==> src/rtl/core/hsvrgb_pkg.sv <==
// Shared constants, payload types and sector codes of the HSV to RGB pipeline.
package hsvrgb_pkg;

  // Fraction width of the hue position inside a sector (8 to 24)
  localparam int FRAC_BITS = 16;

  // Saturation and value: scale 2^15, clamped to 1.0
  localparam int UNIT_W     = 16;
  localparam int UNIT_SHIFT = 15;
  localparam logic [UNIT_W-1:0] UNIT_ONE = 16'd32768;

  // Hue: 1/64 degree units
  localparam int HUE_W  = 16;
  localparam int HWRAP_W = 15;
  localparam logic [HUE_W-1:0] HUE_FULL   = 16'd23040;
  localparam logic [HUE_W-1:0] HUE_TWICE  = 16'd46080;
  localparam logic [HWRAP_W-1:0] HUE_SECTOR = 15'd3840;
  localparam int SECTOR_W = 3;
  localparam int REM_W    = 12;

  // Fraction f = floor(rem * 2^FRAC_BITS / 3840) = floor(y / 15),
  // y = rem << (FRAC_BITS - 8), done as reciprocal multiply plus one fixup
  localparam int DIV_D    = 15;
  localparam int Y_W      = REM_W + FRAC_BITS - 8;
  localparam int DIV_K    = Y_W;
  localparam int DIV_M    = (2 ** DIV_K) / DIV_D;
  localparam int DIV_M_W  = DIV_K - 3;
  localparam int PROD_W   = Y_W + DIV_M_W;
  localparam logic [FRAC_BITS:0] ONE_F = (FRAC_BITS + 1)'(2 ** FRAC_BITS);

  // Sector codes, 60 degrees each
  localparam logic [SECTOR_W-1:0] SEC_RY = 3'd0;  // red to yellow
  localparam logic [SECTOR_W-1:0] SEC_YG = 3'd1;  // yellow to green
  localparam logic [SECTOR_W-1:0] SEC_GC = 3'd2;  // green to cyan
  localparam logic [SECTOR_W-1:0] SEC_CB = 3'd3;  // cyan to blue
  localparam logic [SECTOR_W-1:0] SEC_BM = 3'd4;  // blue to magenta
  localparam logic [SECTOR_W-1:0] SEC_MR = 3'd5;  // magenta to red

  // Payload after sector split
  typedef struct packed {
    logic [SECTOR_W-1:0] sector;
    logic [REM_W-1:0]    rem;
    logic [UNIT_W-1:0]   s;
    logic [UNIT_W-1:0]   v;
  } sect_t;

  // Payload after fraction
  typedef struct packed {
    logic [SECTOR_W-1:0]  sector;
    logic [FRAC_BITS-1:0] f;
    logic [UNIT_W-1:0]    s;
    logic [UNIT_W-1:0]    v;
  } frac_t;

  // Payload with channel terms
  typedef struct packed {
    logic [SECTOR_W-1:0] sector;
    logic [UNIT_W-1:0]   v;
    logic [UNIT_W-1:0]   p;
    logic [UNIT_W-1:0]   q;
    logic [UNIT_W-1:0]   t;
  } term_t;

endpackage

==> src/rtl/core/hsvrgb_sector.sv <==
// Stages 1-2: hue wrap, saturation/value clamp, sector and remainder split.
module hsvrgb_sector (
  input  logic                          clk,
  input  logic                          rst_n,
  input  logic                          up_valid,
  output logic                          up_ready,
  input  logic [hsvrgb_pkg::HUE_W-1:0]  hue,
  input  logic [hsvrgb_pkg::UNIT_W-1:0] saturation,
  input  logic [hsvrgb_pkg::UNIT_W-1:0] brightness,
  output logic                          dn_valid,
  input  logic                          dn_ready,
  output hsvrgb_pkg::sect_t             dn_data
);

  logic                            a_vld_r;
  logic                            b_vld_r;
  logic                            a_ready;
  logic                            b_ready;
  logic [hsvrgb_pkg::HWRAP_W-1:0]  h_nxt;
  logic [hsvrgb_pkg::HWRAP_W-1:0]  h_r;
  logic [hsvrgb_pkg::UNIT_W-1:0]   s_nxt;
  logic [hsvrgb_pkg::UNIT_W-1:0]   v_nxt;
  logic [hsvrgb_pkg::UNIT_W-1:0]   s_r;
  logic [hsvrgb_pkg::UNIT_W-1:0]   v_r;
  logic [hsvrgb_pkg::SECTOR_W-1:0] sec_nxt;
  logic [hsvrgb_pkg::HWRAP_W-1:0]  base;
  hsvrgb_pkg::sect_t               b_data_r;

  assign b_ready  = !b_vld_r || dn_ready;
  assign a_ready  = !a_vld_r || b_ready;
  assign up_ready = a_ready;
  assign dn_valid = b_vld_r;
  assign dn_data  = b_data_r;

  // Hue below 65536 wraps with at most two subtractions of 360 degrees
  always_comb begin
    if (hue >= hsvrgb_pkg::HUE_TWICE) begin
      h_nxt = hsvrgb_pkg::HWRAP_W'(hue - hsvrgb_pkg::HUE_TWICE);
    end else if (hue >= hsvrgb_pkg::HUE_FULL) begin
      h_nxt = hsvrgb_pkg::HWRAP_W'(hue - hsvrgb_pkg::HUE_FULL);
    end else begin
      h_nxt = hsvrgb_pkg::HWRAP_W'(hue);
    end
    s_nxt = (saturation > hsvrgb_pkg::UNIT_ONE) ? hsvrgb_pkg::UNIT_ONE : saturation;
    v_nxt = (brightness > hsvrgb_pkg::UNIT_ONE) ? hsvrgb_pkg::UNIT_ONE : brightness;
  end

  // Sector = number of sector boundaries at or below the wrapped hue
  always_comb begin
    sec_nxt = hsvrgb_pkg::SEC_RY;
    base    = '0;
    for (int k = 1; k < 6; k++) begin
      if (h_r >= hsvrgb_pkg::HWRAP_W'(k * 3840)) begin
        sec_nxt = hsvrgb_pkg::SECTOR_W'(k);
        base    = hsvrgb_pkg::HWRAP_W'(k * 3840);
      end
    end
  end

  // Stage 1 register
  always_ff @(posedge clk) begin
    if (!rst_n) begin
      a_vld_r <= 1'b0;
    end else if (a_ready) begin
      a_vld_r <= up_valid;
    end
    if (a_ready && up_valid) begin
      h_r <= h_nxt;
      s_r <= s_nxt;
      v_r <= v_nxt;
    end
  end

  // Stage 2 register
  always_ff @(posedge clk) begin
    if (!rst_n) begin
      b_vld_r <= 1'b0;
    end else if (b_ready) begin
      b_vld_r <= a_vld_r;
    end
    if (b_ready && a_vld_r) begin
      b_data_r.sector <= sec_nxt;
      b_data_r.rem    <= hsvrgb_pkg::REM_W'(h_r - base);
      b_data_r.s      <= s_r;
      b_data_r.v      <= v_r;
    end
  end

endmodule

==> src/rtl/core/hsvrgb_frac.sv <==
// Stages 3-4: sector fraction by reciprocal multiply and one-step fixup.
module hsvrgb_frac (
  input  logic              clk,
  input  logic              rst_n,
  input  logic              up_valid,
  output logic              up_ready,
  input  hsvrgb_pkg::sect_t up_data,
  output logic              dn_valid,
  input  logic              dn_ready,
  output hsvrgb_pkg::frac_t dn_data
);

  localparam logic [hsvrgb_pkg::DIV_M_W-1:0] M_V =
    hsvrgb_pkg::DIV_M_W'(hsvrgb_pkg::DIV_M);

  logic                             a_vld_r;
  logic                             b_vld_r;
  logic                             a_ready;
  logic                             b_ready;
  logic [hsvrgb_pkg::Y_W-1:0]       y_in;
  logic [hsvrgb_pkg::PROD_W-1:0]    prod;
  logic [hsvrgb_pkg::PROD_W-1:0]    prod_r;
  hsvrgb_pkg::sect_t                a_data_r;
  logic [hsvrgb_pkg::Y_W-1:0]       y_a;
  logic [hsvrgb_pkg::FRAC_BITS-1:0] q0;
  logic [hsvrgb_pkg::Y_W-1:0]       q15;
  logic [hsvrgb_pkg::Y_W-1:0]       rmd;
  logic [hsvrgb_pkg::FRAC_BITS-1:0] f_nxt;
  hsvrgb_pkg::frac_t                b_data_r;

  assign b_ready  = !b_vld_r || dn_ready;
  assign a_ready  = !a_vld_r || b_ready;
  assign up_ready = a_ready;
  assign dn_valid = b_vld_r;
  assign dn_data  = b_data_r;

  // Estimate: floor(y * M / 2^K), never above the true quotient, at most one below
  always_comb begin
    y_in = hsvrgb_pkg::Y_W'(up_data.rem) << (hsvrgb_pkg::FRAC_BITS - 8);
    prod = {{hsvrgb_pkg::DIV_M_W{1'b0}}, y_in} * {{hsvrgb_pkg::Y_W{1'b0}}, M_V};
  end

  // Fixup: remainder of 15 or more bumps the quotient
  always_comb begin
    y_a   = hsvrgb_pkg::Y_W'(a_data_r.rem) << (hsvrgb_pkg::FRAC_BITS - 8);
    q0    = prod_r[hsvrgb_pkg::DIV_K +: hsvrgb_pkg::FRAC_BITS];
    q15   = (hsvrgb_pkg::Y_W'(q0) << 4) - hsvrgb_pkg::Y_W'(q0);
    rmd   = y_a - q15;
    f_nxt = q0 + hsvrgb_pkg::FRAC_BITS'(rmd >= hsvrgb_pkg::Y_W'(hsvrgb_pkg::DIV_D));
  end

  // Stage 3 register
  always_ff @(posedge clk) begin
    if (!rst_n) begin
      a_vld_r <= 1'b0;
    end else if (a_ready) begin
      a_vld_r <= up_valid;
    end
    if (a_ready && up_valid) begin
      prod_r   <= prod;
      a_data_r <= up_data;
    end
  end

  // Stage 4 register
  always_ff @(posedge clk) begin
    if (!rst_n) begin
      b_vld_r <= 1'b0;
    end else if (b_ready) begin
      b_vld_r <= a_vld_r;
    end
    if (b_ready && a_vld_r) begin
      b_data_r.sector <= a_data_r.sector;
      b_data_r.f      <= f_nxt;
      b_data_r.s      <= a_data_r.s;
      b_data_r.v      <= a_data_r.v;
    end
  end

endmodule

==> src/rtl/core/hsvrgb_terms.sv <==
// Stages 5-6: p, q and t terms from saturation, fraction and value.
module hsvrgb_terms (
  input  logic              clk,
  input  logic              rst_n,
  input  logic              up_valid,
  output logic              up_ready,
  input  hsvrgb_pkg::frac_t up_data,
  output logic              dn_valid,
  input  logic              dn_ready,
  output hsvrgb_pkg::term_t dn_data
);

  localparam int SF_W = hsvrgb_pkg::UNIT_W + hsvrgb_pkg::FRAC_BITS;
  localparam int SC_W = SF_W + 1;
  localparam int PV_W = 2 * hsvrgb_pkg::UNIT_W;

  logic                             a_vld_r;
  logic                             b_vld_r;
  logic                             a_ready;
  logic                             b_ready;
  logic [hsvrgb_pkg::FRAC_BITS:0]   onef;
  logic [SF_W-1:0]                  sf_full;
  logic [SC_W-1:0]                  sc_full;
  logic [hsvrgb_pkg::UNIT_W-1:0]    sf;
  logic [hsvrgb_pkg::UNIT_W-1:0]    sc;
  logic [hsvrgb_pkg::UNIT_W-1:0]    up_r;
  logic [hsvrgb_pkg::UNIT_W-1:0]    uq_r;
  logic [hsvrgb_pkg::UNIT_W-1:0]    ut_r;
  logic [hsvrgb_pkg::UNIT_W-1:0]    v_r;
  logic [hsvrgb_pkg::SECTOR_W-1:0]  sec_r;
  logic [PV_W-1:0]                  pp;
  logic [PV_W-1:0]                  qp;
  logic [PV_W-1:0]                  tp;
  hsvrgb_pkg::term_t                b_data_r;

  assign b_ready  = !b_vld_r || dn_ready;
  assign a_ready  = !a_vld_r || b_ready;
  assign up_ready = a_ready;
  assign dn_valid = b_vld_r;
  assign dn_data  = b_data_r;

  // s*f and s*(1-f), truncated back to unit scale
  always_comb begin
    onef    = hsvrgb_pkg::ONE_F - {1'b0, up_data.f};
    sf_full = SF_W'(up_data.s) * SF_W'(up_data.f);
    sc_full = SC_W'(up_data.s) * SC_W'(onef);
    sf      = sf_full[hsvrgb_pkg::FRAC_BITS +: hsvrgb_pkg::UNIT_W];
    sc      = sc_full[hsvrgb_pkg::FRAC_BITS +: hsvrgb_pkg::UNIT_W];
  end

  // v times each complement; zero saturation makes all three equal v
  always_comb begin
    pp = PV_W'(v_r) * PV_W'(up_r);
    qp = PV_W'(v_r) * PV_W'(uq_r);
    tp = PV_W'(v_r) * PV_W'(ut_r);
  end

  // Stage 5 register
  always_ff @(posedge clk) begin
    if (!rst_n) begin
      a_vld_r <= 1'b0;
    end else if (a_ready) begin
      a_vld_r <= up_valid;
    end
    if (a_ready && up_valid) begin
      up_r  <= hsvrgb_pkg::UNIT_ONE - up_data.s;
      uq_r  <= hsvrgb_pkg::UNIT_ONE - sf;
      ut_r  <= hsvrgb_pkg::UNIT_ONE - sc;
      v_r   <= up_data.v;
      sec_r <= up_data.sector;
    end
  end

  // Stage 6 register
  always_ff @(posedge clk) begin
    if (!rst_n) begin
      b_vld_r <= 1'b0;
    end else if (b_ready) begin
      b_vld_r <= a_vld_r;
    end
    if (b_ready && a_vld_r) begin
      b_data_r.sector <= sec_r;
      b_data_r.v      <= v_r;
      b_data_r.p      <= pp[hsvrgb_pkg::UNIT_SHIFT +: hsvrgb_pkg::UNIT_W];
      b_data_r.q      <= qp[hsvrgb_pkg::UNIT_SHIFT +: hsvrgb_pkg::UNIT_W];
      b_data_r.t      <= tp[hsvrgb_pkg::UNIT_SHIFT +: hsvrgb_pkg::UNIT_W];
    end
  end

endmodule

==> src/rtl/core/hsvrgb_out.sv <==
// Stage 7: sector swizzle, scaling to 8-bit channels, output register.
module hsvrgb_out (
  input  logic              clk,
  input  logic              rst_n,
  input  logic              up_valid,
  output logic              up_ready,
  input  hsvrgb_pkg::term_t up_data,
  output logic              dn_valid,
  input  logic              dn_ready,
  output logic [7:0]        red,
  output logic [7:0]        green,
  output logic [7:0]        blue
);

  logic                          vld_r;
  logic                          ready;
  logic [hsvrgb_pkg::UNIT_W-1:0] r_x;
  logic [hsvrgb_pkg::UNIT_W-1:0] g_x;
  logic [hsvrgb_pkg::UNIT_W-1:0] b_x;
  logic [7:0]                    red_r;
  logic [7:0]                    green_r;
  logic [7:0]                    blue_r;

  // floor(x * 255 / 2^15) as (x*256 - x) >> 15
  function automatic logic [7:0] to_byte(input logic [hsvrgb_pkg::UNIT_W-1:0] x);
    logic [23:0] m;
    m = ({8'd0, x} << 8) - {8'd0, x};
    return m[hsvrgb_pkg::UNIT_SHIFT +: 8];
  endfunction

  assign ready    = !vld_r || dn_ready;
  assign up_ready = ready;
  assign dn_valid = vld_r;
  assign red      = red_r;
  assign green    = green_r;
  assign blue     = blue_r;

  // Sector picks which term drives each channel
  always_comb begin
    case (up_data.sector)
      hsvrgb_pkg::SEC_RY: begin
        r_x = up_data.v; g_x = up_data.t; b_x = up_data.p;
      end
      hsvrgb_pkg::SEC_YG: begin
        r_x = up_data.q; g_x = up_data.v; b_x = up_data.p;
      end
      hsvrgb_pkg::SEC_GC: begin
        r_x = up_data.p; g_x = up_data.v; b_x = up_data.t;
      end
      hsvrgb_pkg::SEC_CB: begin
        r_x = up_data.p; g_x = up_data.q; b_x = up_data.v;
      end
      hsvrgb_pkg::SEC_BM: begin
        r_x = up_data.t; g_x = up_data.p; b_x = up_data.v;
      end
      default: begin
        r_x = up_data.v; g_x = up_data.p; b_x = up_data.q;
      end
    endcase
  end

  // Output register
  always_ff @(posedge clk) begin
    if (!rst_n) begin
      vld_r <= 1'b0;
    end else if (ready) begin
      vld_r <= up_valid;
    end
    if (ready && up_valid) begin
      red_r   <= to_byte(r_x);
      green_r <= to_byte(g_x);
      blue_r  <= to_byte(b_x);
    end
  end

endmodule

==> src/rtl/core/hsv_to_rgb_converter.sv <==
// Top level of the HSV to 8-bit RGB pixel converter.
//
// Input channel in_valid/in_ready carries one pixel per item: in_hue in 1/64
// degree units (wrapped modulo 360 degrees), in_saturation and in_brightness
// in 1/32768 units, clamped to 1.0. The result channel out_valid/out_ready
// carries out_red, out_green, out_blue, each floor(channel * 255).
// Throughput is one item per clock while out_ready is high: each of the seven
// pipeline stages holds one item, and the deepest single step is one multiply
// of at most 20x17 bits. Every stage has its own valid bit; a stage loads
// when it is empty or the stage after it moves, so bubbles close up while
// out_ready is low and up to seven items are held. in_ready falls only once
// all stages are full. Synchronous active-low reset empties the pipeline;
// payload is not cleared.
module hsv_to_rgb_converter (
  input  logic        clk,
  input  logic        rst_n,
  input  logic        in_valid,
  output logic        in_ready,
  input  logic [15:0] in_hue,
  input  logic [15:0] in_saturation,
  input  logic [15:0] in_brightness,
  output logic        out_valid,
  input  logic        out_ready,
  output logic [7:0]  out_red,
  output logic [7:0]  out_green,
  output logic [7:0]  out_blue
);

  logic              sec_valid;
  logic              sec_ready;
  hsvrgb_pkg::sect_t sec_data;
  logic              frac_valid;
  logic              frac_ready;
  hsvrgb_pkg::frac_t frac_data;
  logic              term_valid;
  logic              term_ready;
  hsvrgb_pkg::term_t term_data;

  hsvrgb_sector u_sector (
    .clk        (clk),
    .rst_n      (rst_n),
    .up_valid   (in_valid),
    .up_ready   (in_ready),
    .hue        (in_hue),
    .saturation (in_saturation),
    .brightness (in_brightness),
    .dn_valid   (sec_valid),
    .dn_ready   (sec_ready),
    .dn_data    (sec_data)
  );

  hsvrgb_frac u_frac (
    .clk      (clk),
    .rst_n    (rst_n),
    .up_valid (sec_valid),
    .up_ready (sec_ready),
    .up_data  (sec_data),
    .dn_valid (frac_valid),
    .dn_ready (frac_ready),
    .dn_data  (frac_data)
  );

  hsvrgb_terms u_terms (
    .clk      (clk),
    .rst_n    (rst_n),
    .up_valid (frac_valid),
    .up_ready (frac_ready),
    .up_data  (frac_data),
    .dn_valid (term_valid),
    .dn_ready (term_ready),
    .dn_data  (term_data)
  );

  hsvrgb_out u_out (
    .clk      (clk),
    .rst_n    (rst_n),
    .up_valid (term_valid),
    .up_ready (term_ready),
    .up_data  (term_data),
    .dn_valid (out_valid),
    .dn_ready (out_ready),
    .red      (out_red),
    .green    (out_green),
    .blue     (out_blue)
  );

endmodule

==> config.mk <==
export PLATFORM = sky130hd
export DESIGN_NAME = hsv_to_rgb_converter
export DESIGN_NICKNAME = d
export VERILOG_FILES = /design/src/rtl/core/hsvrgb_pkg.sv /design/src/rtl/core/hsvrgb_sector.sv /design/src/rtl/core/hsvrgb_frac.sv /design/src/rtl/core/hsvrgb_terms.sv /design/src/rtl/core/hsvrgb_out.sv /design/src/rtl/core/hsv_to_rgb_converter.sv
export SDC_FILE = /design/constraint.sdc
export NUM_CORES = 2
export LEC_CHECK = 0
export ABC_CLOCK_PERIOD_IN_PS = 13100
export BUFFER_PORTS_ARGS = -buffer_cell sky130_fd_sc_hd__buf_2
export CAP_MARGIN = 20
export CORE_ASPECT_RATIO = 0.9
export CORE_MARGIN = 2
export CORE_UTILIZATION = 55
export DETAILED_ROUTE_END_ITERATION = 10
export GPL_TIMING_DRIVEN = 0
export PLACE_DENSITY = 0.73
export SLEW_MARGIN = 20
export SYNTH_ARGS = -nofsm -noshare
export SYNTH_HDL_FRONTEND = slang
export SYNTH_SLANG_ARGS = --single-unit
==> constraint.sdc <==
create_clock -name clk -period 13.1 [get_ports clk]
set_input_delay 2.62 -clock clk [delete_from_list [all_inputs] [get_ports clk]]
set_output_delay 2.62 -clock clk [all_outputs]
set_load 0.05 [all_outputs]
### Word-level counts from Yosys, hierarchy flattened

Cells that the tools add are included.

* output and inout bits: 26
* register bits after elaboration: 385
* logic and storage cells: 111
* input port bits: 52

* $lt $le $gt $ge: 10
* reduce and logical (&&, ||, !) cells: 27
* muxes and demuxes: 14
* add/subtract/negate cells: 13
* multipliers: 6
* equality and inequality tests: 4

Operators with widths (number)
* case mux 16 bit (3 select lines): 3
* multiplier 16 x 16 -> 31 bit: 3
* subtractor 23 x 16 -> 23 bit: 3
* two-way mux 12 bit: 5
* subtractor 16 bit, first input constant: 3
* > comparator 16 bit, second input constant: 2
* multiplier 16 x 16 -> 32 bit: 1
* multiplier 16 x 17 -> 32 bit: 1
* greater-or-equal comparator 15 x 14 -> 1 bit, second input constant: 2
* two-way mux 15 bit: 2
* multiplier 12 x 17 -> 28 bit, second input constant: 1
* greater-or-equal comparator 20 x 4 -> 1 bit, second input constant: 1
* subtractor 20 x 16 -> 20 bit: 1
* subtractor 20 bit: 1
* subtractor 17 x 16 -> 17 bit, first input constant: 1
* adder 16 x 1 -> 16 bit: 1
* greater-or-equal comparator 16 x 15 -> 1 bit, second input constant: 1
* greater-or-equal comparator 16 bit, second input constant: 1
* greater-or-equal comparator 15 x 12 -> 1 bit, second input constant: 1
* greater-or-equal comparator 15 x 13 -> 1 bit, second input constant: 1
* greater-or-equal comparator 15 bit, second input constant: 1
* subtractor 15 x 14 -> 15 bit, second input constant: 1
* subtractor 15 bit, second input constant: 1
* subtractor 12 bit: 1
* 10 further kinds: 35

### Depth between registers and ports, before layout

* depth after elaboration: 9
* depth in mapped cells: 35
* mapped depth without buffers: 34

### Hierarchy

From an unflattened synthesis, not the netlist that was laid out.

* cells, all modules: 6257
* area total of the unflattened synthesis: 60276.6 sq um

Modules (own cells, without submodules)
* hsvrgb_terms: area an instance 45817.7 sq um, instances 1, cells each 4986
* hsvrgb_frac: area an instance 6357.3 sq um, instances 1, cells each 499
* hsvrgb_out: area an instance 4285.4 sq um, instances 1, cells each 532
* hsvrgb_sector: area an instance 3816.2 sq um, instances 1, cells each 240

### Worst setup path before layout

OpenSTA, ideal clock, no wires.

* path type: register -> register
* start: register u_frac.b_data_r, in the netlist u_frac.dn_data[35]
* end: register u_terms.ut_r[15] in the netlist's numbering, data pin
* setup slack: 4337 ps
* arrival: 8504 ps
* library setup time: 260 ps
* stages on the path, launching flop included: 34
* path buffers: 3
* path through: edfxtp_1 -> clkbuf_1 -> nor2_1 -> nand3_1 -> or3_1 -> nor4_1 -> nand2_1 -> or3_1 -> xor2_1 -> clkbuf_1 -> nand2_1 -> fa_1 -> fa_1 -> fa_1 -> inv_1 -> fa_1 -> inv_1 -> fa_1 -> fa_1 -> inv_1 -> ha_1 -> clkbuf_1 -> nand2_1 -> o21ai_0 -> nor2_1 -> a31o_2 -> xnor2_1 -> nor3b_1 -> nor4b_4 -> nand4b_1 -> or2_1 -> mux2_2 -> a221oi_2 -> xnor2_1

* cells in the longest elaborated chain, start to end: 3

Ends and longest elaborated chain
* start: declaration: line hsvrgb_frac.sv:29 `hsvrgb_pkg::frac_t b_data_r;`
* subtractor 17 x 16 -> 17 bit: line hsvrgb_terms.sv:44 `onef = hsvrgb_pkg::ONE_F - {1'b0, up_data.f};`
* multiplier 16 x 17 -> 32 bit: line hsvrgb_terms.sv:46 `sc_full = SC_W'(up_data.s) * SC_W'(onef);`
* subtractor 16 bit: line hsvrgb_terms.sv:68 `ut_r <= hsvrgb_pkg::UNIT_ONE - sc;`
* end signal: assignment: line hsvrgb_terms.sv:68
* end: declaration: line hsvrgb_terms.sv:28 `logic [hsvrgb_pkg::UNIT_W-1:0] ut_r;`

No other way between the ends.
A chain may end at the register's enable or synchronous reset.

### Worst setup path in the final report

Same ends and word-level chain as after synthesis.

==> results.json <==
{
  "synth-compound-area-share": 0.05465,
  "cts_sinks": 373,
  "cts_tree": "built",
  "p_leak_nw": 29.65,
  "path_common_cell": "fa_1",
  "clkTransAtPathRegs_ns": 0.07,
  "synth_area_leader_cell": "fa_1",
  "crit_type": "register to register",
  "post_cts_resized": 0,
  "drive_gt1_frac": 0.03379,
  "multi_input_area_sq_um": 41990,
  "synth_seq_cells": 373,
  "routed_wl_um": 162400,
  "synth.top_cell.area_share": 0.3373,
  "fillerInstances": 8933,
  "postRouteAntennaNets": 0,
  "dpl_cell_area_sq_um": 61260,
  "core_area_sq_um": 105800,
  "insertion_delay_ns": 0.60,
  "first_pass_iters": 5,
  "maxCapViolations": 0,
  "postCtsSetupBuffers": 0,
  "clk_path_buf_depth": 3,
  "fin_worst_skew_ns": 0.05015,
  "first_global_vias": 44760,
  "area_growth_pct": 6.665,
  "synth.most_common_cell": "inv_1",
  "antenna_found_initial": 6,
  "syn-cell-area_sq_um": 58810,
  "htree_levels": 2,
  "numPortBuffers": 75,
  "synth.area.top_cells": "fa_1, edfxtp_1, ha_1",
  "fp.dieH_um": 314.2,
  "peakVddDrop_v": 0.0004979,
  "synthDistinctLibCells": 81,
  "setup_violations": 0,
  "synthAdderAreaFrac": 0.4636,
  "synthXorXnorAreaFrac": 0.02859,
  "start_kind": "register",
  "regArea_sq_um": 11130,
  "required_ns": 13.43,
  "ys.flop_type": "edfxtp_1",
  "vias": 43440,
  "rows": 113,
  "arrival_ns": 11.20,
  "tightest_slew_ns": 1.218,
  "gr-usage-all-layers": 0.3051,
  "fmax_mhz": 92.00,
  "grt_first_pass_wirelength_um": 255200,
  "yosysWarnings": 0,
  "final_nets": 7878,
  "synthArstFlopShare": 0,
  "max_stage_delay_ns": 0.60,
  "root_buffer": "clkbuf_16",
  "fin_area_sq_um": 62730,
  "synth_edf_count": 366,
  "fin_crit_sh": 0.8298,
  "syn_avg_cell_area_sq_um": 9.623,
  "power_density_nw_per_um2": 166.3,
  "synth_cells": 6112,
  "start_util": 0.5561,
  "cts_made_buffers": 41,
  "synth_common_cells": "inv_1, fa_1, nand2_1",
  "hold_violations": 0,
  "remaining_drc_errors": 0,
  "slew_viol_final": 0,
  "cts_hold_buf": 0,
  "post_drt_wl_per_cell_um": 21.22,
  "die_w_um": 348.7,
  "via_per_inst": 5.674,
  "cp_max_fo": 10,
  "first_iter_violations": 3896,
  "synth_top_family_by_area": "adder cells",
  "cp_slowest_cell": "clkbuf_1",
  "grt_max_degree": 31,
  "syn_nets": 7748,
  "place_hpwl_um": 132900,
  "status": "completed",
  "fin_crit_ns": 10.87,
  "yosysSeqAreaShare": 0.1893,
  "slew_headroom": 0.1877,
  "synthSimpleGateAreaFrac": 0.1544,
  "end_kind": "register",
  "muxShareOfSynthArea": 0.01159,
  "place_ws_ns": 2.429,
  "setup_tns_ns": 0,
  "die_area_sq_um": 109600,
  "rsz0062_at_grt": "no",
  "gp_congestion": 0.9922,
  "overflow": 0,
  "io_pins": 78,
  "hold_class": "register to register",
  "setup_ws_ns": 2.230
}
[metrics by stage]
| stage | total power (W) | hold slack, ns | utilization | cells |
|---|---|---|---|---|
| finish | 0.01043 | 0.3978 | 0.5932 | 7656 |
| global route | 0.01143 | 0.4154 | 0.5931 | 7654 |
| CTS | 0.01039 | 0.4000 | 0.5931 | 7654 |
| detailed placement | 0.009074 | 0.4045 | 0.5792 | 7579 |
| global placement | 0.008890 | 0.4012 | 0.5760 | 7567 |
| floorplan | 0.007017 | 0.4003 | - | 6112 |
[report_power, final]
group	switching [W]	internal, W	leakage (nW)
sequential	0.0000828	0.00165	3.43
combinational	0.00449	0.00296	25.5
clock	0.000530	0.000721	0.708
[logic make-up (layout without fill, tap and decap cells)]
| group | count (synthesis) | in the layout |
|---|---|---|
| AOI/OAI and AO/OA | 490 | 490 |
| xor gates and xnor gates | 192 | 192 |
| adders and majority gates | 1585 | 1585 |
| buffers and inverters | 1530 | 1692 |
| DFF | 373 | 373 |
| muxes | 66 | 66 |
| other | 0 | 2 |
| and+or+nand+nor | 1876 | 1876 |
[per-layer routing]
| layer | share of wire | routed length [um] | global-route usage | up-vias |
|---|---|---|---|---|
| met5 | 0 | 0 | 0 | - |
| met4 | 0.049 | 8003 | 0.1271 | 0 |
| met3 | 0.11 | 18510 | 0.07616 | 418 |
| met2 | 0.43 | 69210 | 0.4561 | 2142 |
| met1 | 0.41 | 66720 | 0.4263 | 21650 |
| li1 | - | - | - | 19230 |
[layout make-up]
class,count,share of cell area
Clock inverter,27,0.005684
Tap cell,1380,0.02752
Antenna cell,2,0.00007978
Inverter,1246,0.07455
Timing Repair Buffer,87,0.01051
Multi-Input combinational cell,4209,0.6694
Buffer,284,0.01723
Clock buffer,48,0.01761
Sequential cell,373,0.1774
[critical path, delay by kind of cell (launching register included)]
family                   cells  cell delay, ns
flip-flops                   1            0.35
multiplexers                 1            0.28
adder cells (fa/ha/maj)      7            3.29
buffers and inverters        6            1.44
AO/OA/AOI/OAI                4            1.19
XOR/XNOR                     3            0.81
AND/OR/NAND/NOR             12            3.26
[worst paths after layout]
path                      start                  end  slack (ns)  cells after the start
max          u_frac.dn_data[35]     u_terms.ut_r[15]        2.23                     33
min             u_sector.v_r[1]  u_sector.dn_data[1]        0.40                      0
max reg2reg  u_frac.dn_data[35]     u_terms.ut_r[15]        2.23                     33
min reg2reg     u_sector.v_r[1]  u_sector.dn_data[1]        0.40                      0
[placed cells by master (no fill, tap or decap), types with 47 or more instances in the layout]
master	instances
nand2_1	930
nor2b_1	50
nor3_1	54
inv_1	1246
xor2_1	47
ha_1	593
a21oi_1	133
xnor2_1	144
o21ai_0	97
buf_2	80
clkbuf_1	264
nand3_1	47
and2_1	489
mux2i_1	52
edfxtp_1	366
fa_1	991
nor2_1	129
[state kept, by name, indices dropped and copies added (netlist names), 3 cells and up]
| register | cells |
|---|---|
| u_frac.a_data_r | 47 |
| u_frac.dn_data | 51 |
| u_frac.prod_r | 16 |
| u_out.blue | 8 |
| u_out.green | 8 |
| u_out.red | 8 |
| u_sector.dn_data | 47 |
| u_sector.h_r | 15 |
| u_sector.s_r | 16 |
| u_sector.v_r | 16 |
| u_terms.dn_data | 67 |
| u_terms.sec_r | 3 |
| u_terms.up_r | 16 |
| u_terms.uq_r | 16 |
| u_terms.ut_r | 16 |
| u_terms.v_r | 16 |
Power figures use the tool's default switching activity.
